<file path="config.mk">
export PLATFORM = sky130hd
export DESIGN_NAME = srrc_div_stage
export DESIGN_NICKNAME = d
export VERILOG_FILES = /design/src/rtl/srrc_pkg.sv /design/src/rtl/srrc_div_stage.sv
export SDC_FILE = /design/constraint.sdc
export NUM_CORES = 1
export LEC_CHECK = 0
export BUFFER_PORTS_ARGS = -buffer_cell sky130_fd_sc_hd__buf_2
export CAP_MARGIN = 20
export CORE_AREA = 2 2 174 176
export CTS_BUF_LIST = sky130_fd_sc_hd__clkbuf_8 sky130_fd_sc_hd__clkbuf_16
export DETAILED_ROUTE_END_ITERATION = 7
export DIE_AREA = 0 0 176 178
export PLACE_DENSITY = 0.6
export SLEW_MARGIN = 30
export SYNTH_ARGS = -nofsm -noshare
export SYNTH_HDL_FRONTEND = slang
export SYNTH_SLANG_ARGS = --single-unit
</file>
<file path="constraint.sdc">
create_clock -name clk_i -period 1.2 [get_ports clk_i]
set_input_delay 0.18 -clock clk_i [delete_from_list [all_inputs] [get_ports clk_i]]
set_output_delay 0.18 -clock clk_i [all_outputs]
set_load 0.03 [all_outputs]
</file>
<file path="src/rtl/srrc_pkg.sv">
// Shared types and constants for the symbol rate register calculator.
`default_nettype none
package srrc_pkg;

  localparam int unsigned RateW    = 24;
  localparam int unsigned ClkW     = 27;
  localparam int unsigned WordW    = 21;
  localparam int unsigned InvW     = 8;
  localparam int unsigned NumWW    = RateW + ClkW;
  localparam int unsigned NumIW    = 32;
  localparam int unsigned NumThr   = 7;
  localparam int unsigned WordSteps = NumWW;
  localparam int unsigned InvSteps  = NumIW;

  localparam logic [ClkW-1:0] SysclkReset = 27'd57840000;

  // Register index of the system clock register.
  localparam logic RegSysclk = 1'b0;

  // Threshold divisors, tightest first.
  function automatic logic [9:0] thr_div(input logic [2:0] idx);
    logic [9:0] d;
    case (idx)
      3'd0:    d = 10'd984;
      3'd1:    d = 10'd640;
      3'd2:    d = 10'd492;
      3'd3:    d = 10'd320;
      3'd4:    d = 10'd246;
      3'd5:    d = 10'd160;
      3'd6:    d = 10'd123;
      default: d = 10'd123;
    endcase
    return d;
  endfunction

  // Data carried through each division step.
  typedef struct packed {
    logic [1:0]       dec;
    logic             fil;
    logic [ClkW-1:0]  clk;
    logic [RateW-1:0] rate;
    logic [NumWW-1:0] num_w;
    logic [ClkW-1:0]  rem_w;
    logic [WordW-1:0] q_w;
    logic [NumIW-1:0] num_i;
    logic [RateW-1:0] rem_i;
    logic [InvW-1:0]  q_i;
    logic             sat;
  } div_t;

endpackage
`default_nettype wire

</file>
<file path="src/rtl/srrc_div_stage.sv">
// One registered restoring-division step for the baud word and the inverse.
`default_nettype none
module srrc_div_stage import srrc_pkg::*; (
  input  wire logic clk_i,
  input  wire logic rst_ni,
  input  wire logic en_i,
  input  wire logic step_inv_i,
  input  wire logic valid_i,
  input  wire div_t data_i,
  output logic      valid_o,
  output div_t      data_o
);

  logic valid_q;
  div_t data_q, data_d;

  // Shift one dividend bit into each partial remainder and subtract when it fits.
  always_comb begin
    logic [ClkW:0]  rw;
    logic [RateW:0] ri;
    logic           bw;
    logic           bi;
    rw = {data_i.rem_w, data_i.num_w[NumWW-1]};
    ri = {data_i.rem_i, data_i.num_i[NumIW-1]};
    bw = rw >= {1'b0, data_i.clk};
    bi = ri >= {1'b0, data_i.rate};
    data_d       = data_i;
    data_d.num_w = data_i.num_w << 1;
    data_d.rem_w = bw ? ClkW'(rw - {1'b0, data_i.clk}) : ClkW'(rw);
    data_d.q_w   = {data_i.q_w[WordW-2:0], bw};
    if (step_inv_i) begin
      data_d.num_i = data_i.num_i << 1;
      data_d.rem_i = bi ? RateW'(ri - {1'b0, data_i.rate}) : RateW'(ri);
      data_d.q_i   = {data_i.q_i[InvW-2:0], bi};
      data_d.sat   = data_i.sat | data_i.q_i[InvW-1];
    end
  end

  always_ff @(posedge clk_i or negedge rst_ni) begin
    if (!rst_ni) begin
      valid_q <= 1'b0;
    end else if (en_i) begin
      valid_q <= valid_i;
    end
  end

  always_ff @(posedge clk_i) begin
    if (en_i) begin
      data_q <= data_d;
    end
  end

  assign valid_o = valid_q;
  assign data_o  = data_q;

endmodule
`default_nettype wire

</file>
Yosys cells after proc, flatten, opt, wreduce, memory -nomap -nowiden:

Cells that the tools add are included.

* flip-flop bits (word level): 218
* output and inout bits: 219
* logic and storage cells: 21

* add/sub/neg operators: 2
* order comparisons: 2
* mux-type cells: 3
* bitwise logic cells: 1

Operator list (number)
* 65-bit two-way mux: 1
* 28-bit by 27-bit >= comparator with 1-bit output: 1
* 27-bit two-way mux: 1
* 27-bit subtractor: 1
* 25-bit by 24-bit >= comparator with 1-bit output: 1
* 24-bit two-way mux: 1
* 24-bit subtractor: 1
* 1-bit OR: 1

Logic depth before layout (Yosys ltp):

Gate-level depths: netlist of run 1.

* word-level depth: 3
* gate-level depth with buffers: 13

Worst setup path after synthesis of run 1:

Ideal clock, no wire load.

* path kind: input -> register
* from: input data_i[64] (netlist name)
* to: register data_q (netlist bit data_o[27]) (data pin)
* library setup time: 260 ps
* arrival: 2573 ps
* setup slack: -1633 ps
* stages on the path: 12
* buffers on the path: 0
* cells stage by stage: inv_1 -> ha_1 -> inv_1 -> fa_1 -> a211oi_1 -> nor2_1 -> o21ai_0 -> or2_2 -> a41oi_1 -> xor2_1 -> mux2_2 -> mux2_2

RTL lines
* start: declaration: RTL line srrc_div_stage.sv:9 `input wire div_t data_i,`
* end signal: assignment: RTL line srrc_div_stage.sv:49 `data_q <= data_d;`
* end: declaration: RTL line srrc_div_stage.sv:15 `div_t data_q, data_d;`

==> metrics.cfg, run 1 <==
[run_status]
status = finished with violations
violations = negative setup slack

[clock_network]
clk_latency_ns = 0.54
clkTransAtPathRegs_ns = 0.06
cts_sinks = 218
cts_root_buf = clkbuf_16
numCtsBuffers = 25
cts_tree = done
h-tree-depth = 1
clockBufferDepth = 3

[logic_synthesis]
synth_seq_cells = 218
netlist.area_leader.share_pct = 60.24
seq_area_frac_synth_pct = 60.47
avgSynthCellArea_um2 = 12.70
syn_inst = 852
ys_warn_count = 0
synth_edf_count = 217
synth_nets = 1128
synth_area_mm2 = 0.01082
dominantRegCellSynth = edfxtp_1
ys_types = 67
synth_largest_area_cell = edfxtp_1
synth_area_leaders = edfxtp_1 60%, ha_1 5.9%, mux2_2 4.5%
synth-async-reset-ratio_pct = 0.4587

[floorplan]
die_area_mm2 = 0.03133
pin_count = 442
die_w_um = 176
row_count = 63
core_area_mm2 = 0.02940
die_h_um = 178
initial_utilization_pct = 36.79

[worst_setup_path]
cp.arrival_ns = 2.49
worst-endpoint-required_ns = 1.48
cp-end-kind = register
start_kind = input port
crit_fanout = 5
criticalPathCategory = in2reg

[placed_design]
place_area_mm2 = 0.01538
place_congestion = 0.8820
post-dp-hpwl_um = 27400
place_inst = 1875
portBuffers = 439

[drt]
drt_iter0_drc = 652
drc = 0
ant_nets = 0
wirelength_um = 41580
dr_total_vias = 10440
via_per_inst = 4.895
first_pass_iters = 5
wire_per_inst_um = 19.49

[sta]
rsz0062_at_grt = true
setup_viol = 271
fin_crit_sh_pct = 184.3
hold_viol_final = 0
fin_ws_ns = -1.012
clock_skew_ns = 0
period_minus_slack_ns = 2.212
drv_slew = 0
tightest_slew_ns = 0.6029
timing.slew.headroom_pct = 59.28
fmax_mhz = 452.0

[grt]
overflow = 0
antenna_found_initial = 4
use_met3_pct = 5.776
grt_pass1_wl_um = 60720
grtUsageMet2_pct = 46.19
grt.busiest_layer = met2
met1_usage_pct = 29.15
grt_pass1_vias = 10880
grt_max_degree = 51
grt_use_total_pct = 25.12

[power_and_ir_drop]
p_sw_mw = 7.985
seqPwrFrac_pct = 36.9
ir_drop_mv = 1.333
combinationalPowerShare_pct = 32.0
power.internal_mw = 18.34
sw_frac_of_total_pct = 30.34
p_leak_nw = 8.891
cellPowerDensity_mw_per_mm2 = 1302
clkPwrFrac_pct = 31.2

[cells_and_area]
syn_to_final_growth_pct = 86.84
layout_common_cells = 233 x buf_6, 219 x buf_4, 217 x edfxtp_1, 214 x buf_2, 185 x dlygate4sd3_1
fin_cells = 2133
final_common_cell = buf_6
drive_gt1_share_pct = 50.03
design_area_mm2 = 0.02021
nNetsFinal = 1996

[worst_hold_path]
hold_path_class = in2reg

[flow_run]
drv_cap = 0

## power by group through the flow
stage	sequential [mW]	combinational, mW	clock [mW]
detailed placement	9.63	6.27	0
CTS	9.67	8.08	8.29
global placement	9.62	6.23	0
floorplan	11.2	2.09	0
global route	9.76	8.89	8.62
finish	9.71	8.41	8.20
## per-layer routing
layer | vias to the layer above | wire length (um)
met2 | 429 | 21750
met3 | 69 | 2971
li1 | 4943 | -
met1 | 4997 | 15710
met5 | - | 27
met4 | 4 | 1113
## flip-flops by register name, indices dropped and copies added (netlist names)
register and flops:
valid_o 1, data_o 217
## worst paths after layout
path	from	end	slack, ns	cells past startpoint
worst min-delay path	data_i[111]	data_o[112]	0.04	4
max in group asynchronous	rst_ni	valid_o	0.61	3
worst max-delay path	data_i[165]	data_o[27]	-1.01	11
worst max register to register	valid_o	valid_o	0.28	2
min in group asynchronous	rst_ni	valid_o	0.49	3
worst min register to register	valid_o	valid_o	0.67	2
## cell type report
cell class	count	area (um^2)
fillers	2027	9190
diodes	4	10.01
multi-input cells	540	4494
flip-flops and latches	218	6541
inverters	67	294.0
repair buffers	868	7516
clock inverters	21	242.7
well taps	390	488.0
clock buffers	25	625.6
## cell families (layout without fill, tap and decap cells)
kind of cell    count (synthesis)  in the layout  synth area share, %
compound gates                208            208                12.71
xor+xnor                       37             37                2.996
fa+ha+maj                      53             53                6.269
buf+inv                        94            981                3.632
flops                         218            218                60.47
mux                            56             56                5.679
other cells                     1              5              0.03466
simple gates                  185            185                8.212
## stage by stage
step	hold WS [ns]	TNS, ns	utilization (%)	worst slack (ns)	power, mW
after floorplan	-0.1156	-60.25	-	-1.394	13.26
after global placement	-0.04461	-75.36	52.30	-1.578	15.84
after detailed placement	-0.04375	-77.80	52.30	-1.658	15.89
after CTS	0.0007039	-59.00	67.84	-0.9808	26.05
after global routing	0.02830	-68.64	68.72	-1.046	27.28
final	0.04193	-57.20	68.74	-1.012	26.32
## cells in the mapped netlist (all sizes together), types with 4 or more instances
| cell type | instances |
|---|---|
| nor3 | 12 |
| o21ai | 49 |
| mux2i | 13 |
| inv | 67 |
| o31a | 4 |
| clkbuf | 17 |
| o21bai | 6 |
| and3 | 6 |
| and2 | 5 |
| xor2 | 20 |
| nor2b | 10 |
| nand2 | 56 |
| mux2 | 43 |
| buf | 10 |
| xnor2 | 17 |
| a31oi | 14 |
| ha | 51 |
| nand4 | 5 |
| a21o | 15 |
| o221ai | 5 |
| a21oi | 64 |
| nor2 | 52 |
| nand2b | 7 |
| edfxtp | 217 |
| o21a | 13 |
| nand3 | 14 |
| a211oi | 6 |
## critical path, cell delays in order
cell and delay [ns]:
buf_12 0.11, inv_12 0.04, ha_4 0.18, nor2b_4 0.12, o31a_1 0.28, o31a_4 0.36
a31oi_4 0.17, o311ai_4 0.13, a31oi_4 0.34, mux2_4 0.33, mux2_4 0.25
## timing repair
action                                  4_1_cts  5_1_grt
hold buffers                                185        0
setup buffers                                12       10
endpoints found under the setup margin      271      271
cloned                                        3        1
endpoints found under the hold margin       187        0
gates resized for setup                     503       50
pin swaps                                    28       22
(Power assumes the default switching activity.)
==> inputs of run 2 (changes only) <==
--- a/config.mk
+++ b/config.mk
@@ -5,13 +5,14 @@
 export SDC_FILE = /design/constraint.sdc
 export NUM_CORES = 1
 export LEC_CHECK = 0
+export ABC_AREA = 1
 export BUFFER_PORTS_ARGS = -buffer_cell sky130_fd_sc_hd__buf_2
 export CAP_MARGIN = 20
-export CORE_AREA = 2 2 174 176
+export CORE_AREA = 2 2 171 173
 export CTS_BUF_LIST = sky130_fd_sc_hd__clkbuf_8 sky130_fd_sc_hd__clkbuf_16
 export DETAILED_ROUTE_END_ITERATION = 7
-export DIE_AREA = 0 0 176 178
-export PLACE_DENSITY = 0.6
+export DIE_AREA = 0 0 173 175
+export PLACE_DENSITY = 0.66
 export SLEW_MARGIN = 30
 export SYNTH_ARGS = -nofsm -noshare
 export SYNTH_HDL_FRONTEND = slang
==> run 2 against run 1 <==
  * The run still ends with negative setup slack left
  * Non-clock buffer count is 13 lower
  * Worst setup slack improved by 0.68 ns
  * Critical path depth grew 2
  * Area after synthesis is 10% higher
  * Highest routed layer is now met4
  * Worst hold slack got worse by 0.036 ns
  * Sequential share of layout area fell by 3.5 points
  * Core utilization is 11 points higher
  * Critical path type unchanged
  * Register-to-register slack better by 0.14 ns
  * Clock power decreased by 4.9%
  * Final cell count rose by 20%
==> metrics.cfg, run 2 <==
[floorplan]
pin_count = 442
core_area_mm2 = 0.02839
die_h_um = 175
die_area_mm2 = 0.03028
die_w_um = 173
initial_utilization_pct = 42.01
row_count = 62

[logic_synthesis]
dominantRegCellSynth = edfxtp_1
synth_edf_count = 217
netlist.area_leader.share_pct = 54.64
avgSynthCellArea_um2 = 9.153
yosys.area_share.simple_pct = 21.77
syn_inst = 1303
yosysMostFrequentCell = nand2_1
synthMuxAreaShare_pct = 0.09442
synth_area_mm2 = 0.01193
ys_types = 41
synth_largest_area_cell = edfxtp_1
synth_common_cells = 367 x nand2_1, 247 x inv_1, 217 x edfxtp_1, 78 x nand3_1, 68 x o21ai_0
synth_area_leaders = edfxtp_1 55%, nand2_1 12%, inv_1 7.8%
synth_top_family_by_area = simple AND/OR/NAND/NOR gates
synth_compound_area_share_pct = 6.536
synth_nets = 1579
synth_seq_cells = 218
synth_fa_ha_area_share_pct = 5.686
synth-async-reset-ratio_pct = 0.4587
synth-xor-area-share_pct = 1.836
ys_warn_count = 0
seq_area_frac_synth_pct = 54.85

[grt]
overflow = 0
grtUsageMet2_pct = 60.93
antenna_found_initial = 4
met1_usage_pct = 38.83
use_met3_pct = 9.117
grt_pass1_vias = 13750
grt_max_degree = 53
grt_use_total_pct = 34.13
grt.busiest_layer = met2
grt_pass1_wl_um = 79470

[clock_network]
clkTransAtPathRegs_ns = 0.06
numCtsBuffers = 24
h-tree-depth = 1
clockBufferDepth = 3
cts_tree = done
clk_latency_ns = 0.53
cts_root_buf = clkbuf_16
cts_sinks = 218

[worst_setup_path]
start_kind = input port
slowest_delay_ns = 0.30
cp-startpoint = data_i[199]
crit_chain = buf_2, inv_1, ha_4, buf_4, nand2_1, inv_1, nand2_1, nor2_2, nand4_1, nand4_1, nand2_2, nand2_4, o21ai_2
crit_fanout = 3
slowest_stage = ha_4
cp.arrival_ns = 1.82
cp-end-kind = register
worst-endpoint-required_ns = 1.49
criticalPathCategory = in2reg
worstReg2RegStart = valid_o

[power_and_ir_drop]
design_power_total_mw = 27.18
ir_drop_mv = 1.145
cellPowerDensity_mw_per_mm2 = 1199
p_leak_nw = 10.56

[sta]
fmax_mhz = 653.1
drv_slew = 0
fin_crit_sh_pct = 127.6
period_minus_slack_ns = 1.531
rsz0062_at_grt = true
fin_ws_ns = -0.3311
setup_viol = 271
hold_viol_final = 0
clock_skew_ns = 0

[drt]
drt_iter0_drc = 1249
wire_per_inst_um = 22.01
drc = 0
ant_nets = 0
first_pass_iters = 6
wirelength_um = 56420
dr_total_vias = 13560
via_per_inst = 5.291

[cells_and_area]
drive_gt1_share_pct = 50.53
fin_util_pct = 79.83
nNetsFinal = 2433
final_common_cell = buf_6
largest_register_ffs = 217
fin_cells = 2563
syn_to_final_growth_pct = 90.03
layout_common_cells = 258 x buf_6, 248 x nand2_1, 227 x buf_4, 217 x edfxtp_1, 199 x inv_1

[run_status]
status = finished with violations
violations = negative setup slack

[worst_hold_path]
min_from = data_i[18]
hold_path_class = in2reg

[placed_design]
post-place-ws_ns = -0.8891
place_congestion = 0.9538
place_inst = 2301
portBuffers = 439
post-dp-hpwl_um = 33140

[flow_run]
drv_cap = 0

==> run 2: layout make-up <==
| class | count | area (um^2) |
|---|---|---|
| clock inverters | 20 | 206.4 |
| multi-input cells | 809 | 6108 |
| well taps | 384 | 480.5 |
| fillers | 1617 | 5728 |
| flip-flops and latches | 218 | 6541 |
| clock buffers | 24 | 600.6 |
| repair buffers | 855 | 7692 |
| diodes | 4 | 10.01 |
| inverters | 249 | 1025 |
==> run 2: critical path: cells and delay by family <==
kind / cells / cell delay (ns)
AND/OR/NAND/NOR: 7 / 0.88
buffers and inverters: 4 / 0.40
adder cells (fa/ha/maj): 1 / 0.30
AO/OA/AOI/OAI: 1 / 0.05
==> run 2: cells by family (layout without fill, tap and decap cells) <==
group / Yosys count / after routing
AND/OR/NAND/NOR: 590 / 590
buffers and inverters: 276 / 1148
flip-flops: 218 / 218
AO/OA/AOI/OAI: 139 / 139
adder cells (fa/ha/maj): 53 / 53
XOR/XNOR: 25 / 25
other: 1 / 5
multiplexers: 1 / 1
==> run 2: power breakdown <==
part / total, mW / switching [mW] / leakage (nW) / internal, mW
Sequential: 9.70 / 0.432 / 2.13 / 9.27
Clock: 7.80 / 3.28 / 0.407 / 4.52
Combinational: 9.68 / 5.27 / 8.02 / 4.41
Total: 27.2 / 8.98 / 10.6 / 18.2
==> run 2: routing by layer <==
layer	up-vias	routed length, um	part of all wire [%]
met3	224	5146	9.1
met1	6439	20510	36
met4	0	2872	5.1
li1	6000	-	-
met5	-	0	0
met2	898	27890	49
==> run 2: timing repair <==
action,CTS,global route
setup endpoints to repair,271,271
resized for setup,673,150
endpoints found under the hold margin,170,1
buffers inserted,42,9
hold buffers,159,1
gates cloned,5,2
pin swaps,88,71
==> run 2: path summary, 6_finish.rpt <==
| kind | end | slack, ns | cells after the start |
|---|---|---|---|
| worst max-delay path | data_o[103] | -0.33 | 13 |
| worst min-delay path | data_o[18] | 0.006 | 3 |
| worst max register to register | valid_o | 0.42 | 1 |
| worst min register to register | valid_o | 0.56 | 1 |
| max in group asynchronous | valid_o | 0.56 | 3 |
| min in group asynchronous | valid_o | 0.53 | 3 |
==> run 2: through the flow <==
step	hold WS [ns]	cell area, um^2	setup TNS [ns]
2_1_floorplan	-0.1156	12810	-27.44
3_3_place_gp	-0.04496	16980	-42.64
3_5_place_dp	-0.04452	16980	-44.01
4_1_cts	-0.1161	22040	-22.90
5_1_grt	0.01384	22660	-37.25
6_report	0.005880	22660	-28.04
