===== src/rtl/srrc_pkg.sv =====
// Shared types and constants for the symbol rate register calculator.
`default_nettype none
package srrc_pkg;

  localparam int unsigned RateW    = 24;
  localparam int unsigned ClkW     = 27;
  localparam int unsigned WordW    = 21;
  localparam int unsigned InvW     = 8;
  localparam int unsigned NumWW    = RateW + ClkW;
  localparam int unsigned NumIW    = 32;
  localparam int unsigned NumThr   = 7;
  localparam int unsigned WordSteps = NumWW;
  localparam int unsigned InvSteps  = NumIW;

  localparam logic [ClkW-1:0] SysclkReset = 27'd57840000;

  // Register index of the system clock register.
  localparam logic RegSysclk = 1'b0;

  // Threshold divisors, tightest first.
  function automatic logic [9:0] thr_div(input logic [2:0] idx);
    logic [9:0] d;
    case (idx)
      3'd0:    d = 10'd984;
      3'd1:    d = 10'd640;
      3'd2:    d = 10'd492;
      3'd3:    d = 10'd320;
      3'd4:    d = 10'd246;
      3'd5:    d = 10'd160;
      3'd6:    d = 10'd123;
      default: d = 10'd123;
    endcase
    return d;
  endfunction

  // Data carried through each division step.
  typedef struct packed {
    logic [1:0]       dec;
    logic             fil;
    logic [ClkW-1:0]  clk;
    logic [RateW-1:0] rate;
    logic [NumWW-1:0] num_w;
    logic [ClkW-1:0]  rem_w;
    logic [WordW-1:0] q_w;
    logic [NumIW-1:0] num_i;
    logic [RateW-1:0] rem_i;
    logic [InvW-1:0]  q_i;
    logic             sat;
  } div_t;

endpackage
`default_nettype wire


===== src/rtl/srrc_front.sv =====
// Front stages: threshold compares, then decimation choice and dividends.
`default_nettype none
module srrc_front import srrc_pkg::*; (
  input  wire logic             clk_i,
  input  wire logic             rst_ni,
  input  wire logic             en_i,
  input  wire logic             valid_i,
  input  wire logic [RateW-1:0] rate_i,
  input  wire logic [ClkW-1:0]  sysclk_i,
  output logic                  valid_o,
  output div_t                  data_o
);

  logic                  v1_q;
  logic [RateW-1:0]      rate1_q;
  logic [ClkW-1:0]       clk1_q;
  logic [NumThr-1:0]     lt1_q, lt1_d;
  logic                  v2_q;
  div_t                  data2_q, data2_d;

  // A rate lies below floor(clk*10/D) exactly when (rate+1)*D <= clk*10.
  always_comb begin
    logic [34:0] clk10;
    logic [34:0] rp1;
    clk10 = 35'(sysclk_i) * 35'd10;
    rp1   = 35'(rate_i) + 35'd1;
    for (int i = 0; i < NumThr; i++) begin
      lt1_d[i] = (rp1 * 35'(thr_div(3'(i)))) <= clk10;
    end
  end

  always_ff @(posedge clk_i or negedge rst_ni) begin
    if (!rst_ni) begin
      v1_q <= 1'b0;
    end else if (en_i) begin
      v1_q <= valid_i;
    end
  end

  always_ff @(posedge clk_i) begin
    if (en_i) begin
      rate1_q <= rate_i;
      clk1_q  <= sysclk_i;
      lt1_q   <= lt1_d;
    end
  end

  // The first threshold met sets decimation and filter, then the dividends are formed.
  always_comb begin
    logic [1:0] dec;
    logic       fil;
    logic       hit;
    dec = 2'd0;
    fil = 1'b0;
    hit = 1'b0;
    for (int i = 0; i < NumThr; i++) begin
      if (!hit && lt1_q[i]) begin
        hit = 1'b1;
        dec = 2'(3 - (i / 2));
        fil = ((i % 2) == 0);
      end
    end
    data2_d       = '0;
    data2_d.dec   = dec;
    data2_d.fil   = fil;
    data2_d.clk   = clk1_q;
    data2_d.rate  = rate1_q;
    data2_d.num_w = NumWW'(rate1_q) << (5'd24 + 5'(dec));
    data2_d.num_i = (NumIW'({clk1_q, 4'b0000}) >> dec) + NumIW'(rate1_q >> 1);
  end

  always_ff @(posedge clk_i or negedge rst_ni) begin
    if (!rst_ni) begin
      v2_q <= 1'b0;
    end else if (en_i) begin
      v2_q <= v1_q;
    end
  end

  always_ff @(posedge clk_i) begin
    if (en_i) begin
      data2_q <= data2_d;
    end
  end

  assign valid_o = v2_q;
  assign data_o  = data2_q;

endmodule
`default_nettype wire


===== config.mk =====
export PLATFORM = sky130hd
export DESIGN_NAME = srrc_front
export DESIGN_NICKNAME = d
export VERILOG_FILES = /design/src/rtl/srrc_pkg.sv /design/src/rtl/srrc_front.sv
export SDC_FILE = /design/constraint.sdc
export NUM_CORES = 1
export LEC_CHECK = 0
export ABC_CLOCK_PERIOD_IN_PS = 7500
export BUFFER_PORTS_ARGS = -buffer_cell sky130_fd_sc_hd__buf_2
export CAP_MARGIN = 20
export CORE_ASPECT_RATIO = 0.6
export CORE_MARGIN = 2
export CORE_UTILIZATION = 45
export DETAILED_ROUTE_END_ITERATION = 10
export GPL_TIMING_DRIVEN = 0
export PLACE_DENSITY_LB_ADDON = 0.15
export SLEW_MARGIN = 20
export SYNTH_ARGS = -nofsm -noshare
export SYNTH_HDL_FRONTEND = slang
export SYNTH_SLANG_ARGS = --single-unit

===== constraint.sdc =====
create_clock -name clk_i -period 7.5 [get_ports clk_i]
set_input_delay 1.5 -clock clk_i [delete_from_list [all_inputs] [get_ports clk_i]]
set_output_delay 1.5 -clock clk_i [all_outputs]
set_load 0.01 [all_outputs]

* Word level (Yosys, flattened, before mapping)
Index checks and enable logic that the tools add are counted.
Word-level totals: register bits 197, bits of input ports 55, output and inout bits 219, logic and storage cells 61
Cells by class: add/subtract/negate cells 3, $mul 8, order comparisons 7, shift-type cells 2, multiplexer cells 18, reduce and logical (&&, ||, !) cells 12
Operator list (number):
- multiplier 25 x 7 -> 32 bit, second input constant | 4
- multiplier 25 x 3 -> 28 bit, second input constant | 3
- <= comparator 35 x 31 -> 1 bit | 2
- <= comparator 34 x 31 -> 1 bit | 2
- <= comparator 33 x 31 -> 1 bit | 2
- << shifter 24 x 5 -> 51 bit | 1
- adder 32 x 23 -> 32 bit | 1
- <= comparator 32 x 31 -> 1 bit | 1
- >> shifter 31 x 2 -> 32 bit | 1
- multiplier 27 x 3 -> 30 bit, second input constant | 1
- adder 24 x 1 -> 25 bit, second input constant | 1
- 2-to-1 mux 2 bit | 7
- 2-to-1 mux 1 bit | 11
- logical AND 1 bit | 6
- logical NOT 1 bit | 6
- adder 4 x 3 -> 5 bit, first input constant | 1

* Longest topological paths before layout
Gate-level depths: netlist of run 1.
depth in word-level cells 21, mapped depth 35

* Worst setup path before layout of run 1
OpenSTA, ideal clock, no wires.
path kind input to register, start input port rate_i[0], end register lt1_q[4] (data pin), library setup time 158 ps, arrival 8311 ps, required time 7342 ps, slack -969 ps, stages 30, buffers on the path 0, path through ha_1 nand3_1 inv_1 nand3_1 xor2_1 inv_1 fa_1 inv_1 fa_1 inv_1 fa_1 inv_1 fa_1 inv_1 ha_1 and4_2 a211o_2 a31oi_1 o21ai_0 xor2_1 ha_1 and3_1 nand4_1 nor3_1 a2111oi_0 o21ai_0 maj3_1 a221o_1 a211o_1 a211oi_2
Between the ends: longest elaborated chain between the ends 3
RTL lines:
- start: declaration | RTL line srrc_front.sv:8 | input wire logic [RateW-1:0] rate_i,
- adder 24 x 1 -> 25 bit | RTL line srrc_front.sv:26 | rp1 = 35'(rate_i) + 35'd1;
- multiplier 25 x 7 -> 32 bit | RTL line srrc_front.sv:28 | lt1_d[i] = (rp1 * 35'(thr_div(3'(i)))) <= clk10;
- <= comparator 33 x 31 -> 1 bit | RTL line srrc_front.sv:28
- named net lt1_d[4] | RTL line srrc_front.sv:17 | logic [NumThr-1:0] lt1_q, lt1_d;
- end signal: assignment | RTL line srrc_front.sv:44 | lt1_q <= lt1_d;
- end: declaration | RTL line srrc_front.sv:17
The timed path passes the listed nets, and every way through them passes these cells. A chain may end at the register's enable or synchronous reset.

* Worst setup path after layout of run 1
start input port rate_i[4], end register lt1_q[4] (data pin)
Same word-level chain as after synthesis.

==> flow_summary.json, run 1 <==
{
  "status": "complete, but fails checks",
  "failed_checks": "setup timing",
  "postCtsHoldBufs": 0,
  "p_switching_mw": 6.532,
  "routed_wl_mm": 60.58,
  "cts_buffers": 17,
  "netSwitchingFraction_pct": 49.34,
  "seqPwrFrac_pct": 10.3,
  "slew_headroom_pct": 20.30,
  "drive_above_1_share_pct": 26.52,
  "grt_remaining_overflow": 0,
  "power.internal_mw": 6.708,
  "worstSkewPairLatency_ps": 440,
  "ys_ff_latch": 172,
  "cap_violations": 0,
  "synthCells": 2056,
  "yosysSeqAreaShare_pct": 25.44,
  "synth.top_cell.area_share_pct": 25.19,
  "path_buf_inv": 6,
  "port_buffers": 168,
  "synthFlopType": "edfxtp_1",
  "cts_sinks": 172,
  "grt_usage_pct": 25.67,
  "timing_hold_violations_final": 0,
  "p_leak_nw": 12.23,
  "htreeDepth": 4,
  "cpLargestDelayFamily": "adder cells",
  "dieArea_um2": 46800,
  "combPwrFrac_pct": 82.5,
  "grt_max_degree": 104,
  "nNetsFinal": 2952,
  "yosysWarnings": 0,
  "path_class": "in -> reg",
  "critPathMaxFanout": 5,
  "dieHeight_um": 168.4,
  "worst-r2r-setup-slack_ps": 820,
  "post-route-util_pct": 57.71,
  "r2r-start": "lt1_q[1]",
  "first_pass_iters": 5,
  "p_clk_share_pct": 7.2,
  "syn_avg_cell_area_um2": 9.855,
  "cts_root_buf": "clkbuf_16",
  "tritoncts": "built",
  "cp-end-kind": "flop",
  "timing.final.max_slew_violations": 0,
  "cpMostUsedCell": "fa_1",
  "worst_slew_pin_slew_ps": 1196,
  "crit_cells": 32,
  "fp.coreArea_um2": 44590,
  "clkSlewWorstSetupHoldPaths_ps": 80,
  "antenna_found_initial": 3,
  "wire_per_inst_um": 19.79,
  "setup.worst_path.start_class": "primary input",
  "ant_nets": 0,
  "fin_crit_ps": 8074,
  "initial_core_util_pct": 45.44,
  "fmax_mhz": 123.8,
  "crit_slowest_cell": "fa_1",
  "row_count": 60,
  "r2r_cells": 18,
  "holdWs_ps": 468.3,
  "rsz0062_at_grt": "true",
  "fin_crit_sh_pct": 107.7,
  "clockBufferDepth": 2,
  "cp-endpoint": "lt1_q[4]",
  "worstPathRequired_ps": 7770,
  "vias": 16720,
  "gp_congestion": 0.9317,
  "post-route-drc-count": 0,
  "crit_start": "rate_i[4]",
  "final-setup-viol-count": 4,
  "skew_ps": 12.50,
  "cp.arrival_ps": 8350,
  "max_stage_delay_ps": 530,
  "dp_cells": 2919,
  "viasPerCell": 5.460,
  "final_cells": 3062,
  "synthToLayoutAreaGrowth_pct": 27.01,
  "synthArstFlopShare_pct": 1.163,
  "synth_area_um2": 20260,
  "synth-edff-count": 170,
  "yosysUniqueCellTypes": 86,
  "place_area_um2": 22770,
  "powerDensity_nw_per_um2": 514.5,
  "grt_pass1_wl_mm": 93.68,
  "regToRegEndpoint": "data_o[58]",
  "synth.area.top_cells": "edfxtp_1 25%, ha_1 22%, fa_1 8.5%",
  "fillCellCount": 3877,
  "max-vdd-ir-drop_v": 0.0004029,
  "die_x_um": 277.9,
  "netlist.top_cell.by_area": "edfxtp_1",
  "post-dp-hpwl_mm": 48.08,
  "hp-class": "reg -> reg",
  "fin_ws_ps": -574.3,
  "drt_iter0_drc": 1268,
  "io_pins": 274,
  "final_cell_area_um2": 25730,
  "grt_pass1_vias": 16500
}
[state kept, by name, indices dropped and copies added (netlist names)]
signal   count
rate1_q     24
data_o     112
valid_o      1
v1_q         1
clk1_q      27
lt1_q        7
[Yosys cell counts (all sizes together) (13+ instances only)]
cell,instances
o21a,15
nand4,40
a21oi,129
nor2,96
nand3,44
a31oi,15
nor2b,27
xnor2,80
and3,28
buf,121
xor2,47
a21o,90
clkbuf,13
fa,86
nor3,33
mux2i,88
inv,213
a211oi,13
nand2,87
ha,354
o21ai,85
nand2b,19
edfxtp,170
[power groups by stage]
stage	clock network, mW	logic [mW]	registers, mW
after global placement	0	8.00	1.39
after floorplan	0	6.12	1.43
after global routing	1.00	12.0	1.38
after detailed placement	0	8.30	1.38
after CTS	0.960	10.1	1.36
final	0.951	10.9	1.36
[metal layers]
layer	wire (um)	GRT usage, %	up-vias
li1	-	-	8063
met3	5196	6.314	41
met5	31	0	-
met4	709	4.160	4
met2	24440	36.07	529
met1	30200	39.82	8081
[repair_timing]
item | 4_1_cts | 5_1_grt
pin swaps | 123 | 68
endpoints found under the setup margin | 5 | 6
gates resized for setup | 205 | 53
setup buffers | 89 | 22
[metrics by stage]
stage	power, mW	setup WS (ps)	TNS (ps)
after floorplan	7.552	-371.8	-535.7
after global placement	9.384	-2105	-8427
after detailed placement	9.686	-2189	-8633
after CTS	12.40	-652.2	-2047
after global routing	14.36	-792.8	-2944
final	13.24	-574.3	-1963
[worst min path at each step]
| stage | slack (ps) | startpoint | to | cells past startpoint |
|---|---|---|---|---|
| after floorplan | 440 | clk1_q[22] | data_o[210] | 0 |
| after global placement | 470 | clk1_q[24] | data_o[212] | 0 |
| after detailed placement | 460 | clk1_q[21] | data_o[209] | 0 |
| after CTS | 470 | clk1_q[21] | data_o[209] | 0 |
| after global routing | 500 | clk1_q[21] | data_o[209] | 0 |
| final | 470 | clk1_q[21] | data_o[209] | 0 |
[cell families after synthesis]
group | after synthesis | share of synthesized area (%)
adders and majority gates | 444 | 30.57
AOI/OAI and AO/OA | 445 | 14.50
buffers and inverters | 347 | 8.540
xor gates and xnor gates | 127 | 5.527
and+or+nand+nor | 428 | 10.84
muxes | 92 | 4.570
DFF | 172 | 25.44
other | 1 | 0.01851
[worst reg2reg max path, delay by kind of cell (launching register included)]
family	cells	cell delay, ps
flip-flops	1	440
AO/OA/AOI/OAI	8	1690
multiplexers	2	570
adder cells (fa/ha/maj)	1	440
AND/OR/NAND/NOR	5	2270
buffers and inverters	2	1020
[cell type report]
class	count	area, um2	share of cell area (%)
Clock buffer	17	425.4	1.653
Timing Repair Buffer	280	1927	7.487
Multi-Input combinational cell	1641	15540	60.39
Tap cell	589	737.0	2.864
Clock inverter	15	196.4	0.7633
Buffer	132	927.1	3.603
Inverter	213	818.3	3.180
Sequential cell	172	5155	20.03
Antenna cell	3	7.507	0.02917
[cells in the final DEF (no fill, tap or decap), types with 86 or more instances in the layout]
| master | Yosys | final |
|---|---|---|
| a21o_1 | 90 | 88 |
| a21oi_1 | 126 | 114 |
| buf_2 | 2 | 158 |
| buf_4 | 107 | 200 |
| conb_1 | 1 | 105 |
| edfxtp_1 | 170 | 170 |
| fa_1 | 86 | 86 |
| ha_1 | 354 | 314 |
| inv_1 | 213 | 190 |
| mux2i_1 | 88 | 88 |
| nor2_1 | 96 | 88 |
(Power assumes the default switching activity.)
==> run 2, diff against run 1 <==
--- a/config.mk
+++ b/config.mk
@@ -9,8 +9,7 @@
 export BUFFER_PORTS_ARGS = -buffer_cell sky130_fd_sc_hd__buf_2
 export CAP_MARGIN = 20
 export CORE_ASPECT_RATIO = 0.6
-export CORE_MARGIN = 2
-export CORE_UTILIZATION = 45
+export CORE_UTILIZATION = 40
 export DETAILED_ROUTE_END_ITERATION = 10
 export GPL_TIMING_DRIVEN = 0
 export PLACE_DENSITY_LB_ADDON = 0.15
@@ -18,3 +17,4 @@
 export SYNTH_ARGS = -nofsm -noshare
 export SYNTH_HDL_FRONTEND = slang
 export SYNTH_SLANG_ARGS = --single-unit
+export TNS_END_PERCENT = 10
==> flow_summary.json, run 2 (same netlist as run 1, synthesis figures left out) <==
{
  "row_count": 63,
  "post-dp-hpwl_mm": 48.87,
  "critPathMaxFanout": 4,
  "cts_sinks": 172,
  "grt_pass1_vias": 15440,
  "slew_headroom_pct": 24.01,
  "grt_remaining_overflow": 0,
  "cp.arrival_ps": 8480,
  "tritoncts": "built",
  "timing.final.max_slew_violations": 0,
  "gp_congestion": 0.8855,
  "status": "complete, but fails checks",
  "fillCellCount": 4523,
  "max-vdd-ir-drop_v": 0.0002939,
  "nNetsFinal": 2917,
  "crit_slowest_cell": "fa_1",
  "synthToLayoutAreaGrowth_pct": 23.97,
  "fin_crit_ps": 8230,
  "grt_max_degree": 104,
  "worstSkewPairLatency_ps": 450,
  "timing_hold_violations_final": 0,
  "worst_slew_pin_slew_ps": 1132,
  "wire_per_inst_um": 19.56,
  "final_cells": 3085,
  "die_x_um": 292.6,
  "clockBufferDepth": 2,
  "dp_slack_ps": -2601,
  "cts_root_buf": "clkbuf_16",
  "cap_violations": 0,
  "p_leak_nw": 11.97,
  "ant_nets": 0,
  "rsz0062_at_grt": "true",
  "viasPerCell": 5.287,
  "dieArea_um2": 51590,
  "fin_crit_sh_pct": 109.7,
  "initial_core_util_pct": 40.80,
  "drive_above_1_share_pct": 24.15,
  "final-setup-viol-count": 4,
  "largest_reg_flops": 112,
  "min_path_cells": 0,
  "antenna_found_initial": 1,
  "cts_buffers": 17,
  "post-route-drc-count": 0,
  "drt_iter0_drc": 1275,
  "powerDensity_nw_per_um2": 486.6,
  "holdWs_ps": 495.8,
  "grt_usage_pct": 22.96,
  "failed_checks": "setup timing",
  "mostFrequentLayoutCell": "ha_1",
  "clkSlewWorstSetupHoldPaths_ps": 80,
  "worstPathRequired_ps": 7750,
  "skew_ps": 18.88,
  "io_pins": 274,
  "fp.coreArea_um2": 49660,
  "htreeDepth": 4,
  "setup.worst_path.start_class": "primary input",
  "hp-class": "reg -> reg",
  "max_stage_delay_ps": 550,
  "vias": 16310,
  "routed_wl_mm": 60.33,
  "grt_pass1_wl_mm": 90.97,
  "path_class": "in -> reg",
  "dp_cells": 2980,
  "final_cell_mix": "326 x ha_1, 191 x inv_1, 176 x buf_4",
  "fin_ws_ps": -729.9,
  "dieHeight_um": 176.3,
  "diodes": 0,
  "port_buffers": 168,
  "first_pass_iters": 5,
  "cp-end-kind": "flop",
  "r2r_cells": 16,
  "fmax_mhz": 121.5
}
run 2: cell types whose count changed in the layout (fill, tap and decap cells not counted), sizes merged:
cell and delta:
diode -3, clkinv +3, bufinv -2, buf -36, clkbuf +1, inv -1
run 2: metrics by stage:
step | instance area (um2) | util [%] | TNS (ps) | power [mW]
CTS | 24820 | 49.97 | -2521 | 11.75
finish | 25120 | 50.58 | -2587 | 12.22
detailed placement | 22700 | 45.71 | -10210 | 9.697
floorplan | 20990 | - | -1055 | 7.518
global route | 25120 | 50.58 | -3302 | 13.28
global placement | 22640 | 45.59 | -10020 | 9.408
run 2: metal layers:
layer	vias to the layer above	GRT usage [%]	part of all wire, %
met5	-	0	0
met4	0	2.094	0.40
met3	25	3.751	6.1
met2	440	31.37	40
met1	7849	37.90	54
li1	7996	-	-
run 2: critical path, delay by kind of cell:
kind	cells	cell delay, ps
fa+ha+maj	7	2760
compound gates	7	1410
simple gates	9	1350
buf+inv	9	1060
xor+xnor	2	380
run 2: cell type report:
class / instances / area (um2) / area share (%)
Tap cell: 650 / 813.3 / 3.238
Sequential cell: 172 / 5155 / 20.52
Buffer: 132 / 927.1 / 3.691
Multi-Input combinational cell: 1641 / 15180 / 60.44
Clock inverter: 15 / 173.9 / 0.6924
Timing Repair Buffer: 245 / 1628 / 6.481
Inverter: 213 / 813.3 / 3.238
Clock buffer: 17 / 425.4 / 1.694
run 2: final timing paths:
kind                            from           to  slack (ps)
max                        rate_i[8]     lt1_q[4]        -730
min                        clk1_q[3]  data_o[191]         500
max reg2reg                 lt1_q[1]   data_o[63]         760
min reg2reg                clk1_q[3]  data_o[191]         500
max in group asynchronous     rst_ni      valid_o        6570
min in group asynchronous     rst_ni         v1_q         820
run 2: report_power, final:
group	switching [mW]	leakage [nW]	internal [mW]
Clock	0.456	0.286	0.450
Sequential	0.0704	1.69	1.29
Combinational	5.62	10.0	4.34
Total	6.14	12.0	6.08
run 2: repair_timing:
item / 4_1_cts / 5_1_grt
hold buffers: 0 / 0
setup buffers: 64 / 11
hold endpoints to repair: 0 / 0
resized for setup: 174 / 44
endpoints found under the setup margin: 5 / 6
pin swaps: 86 / 44
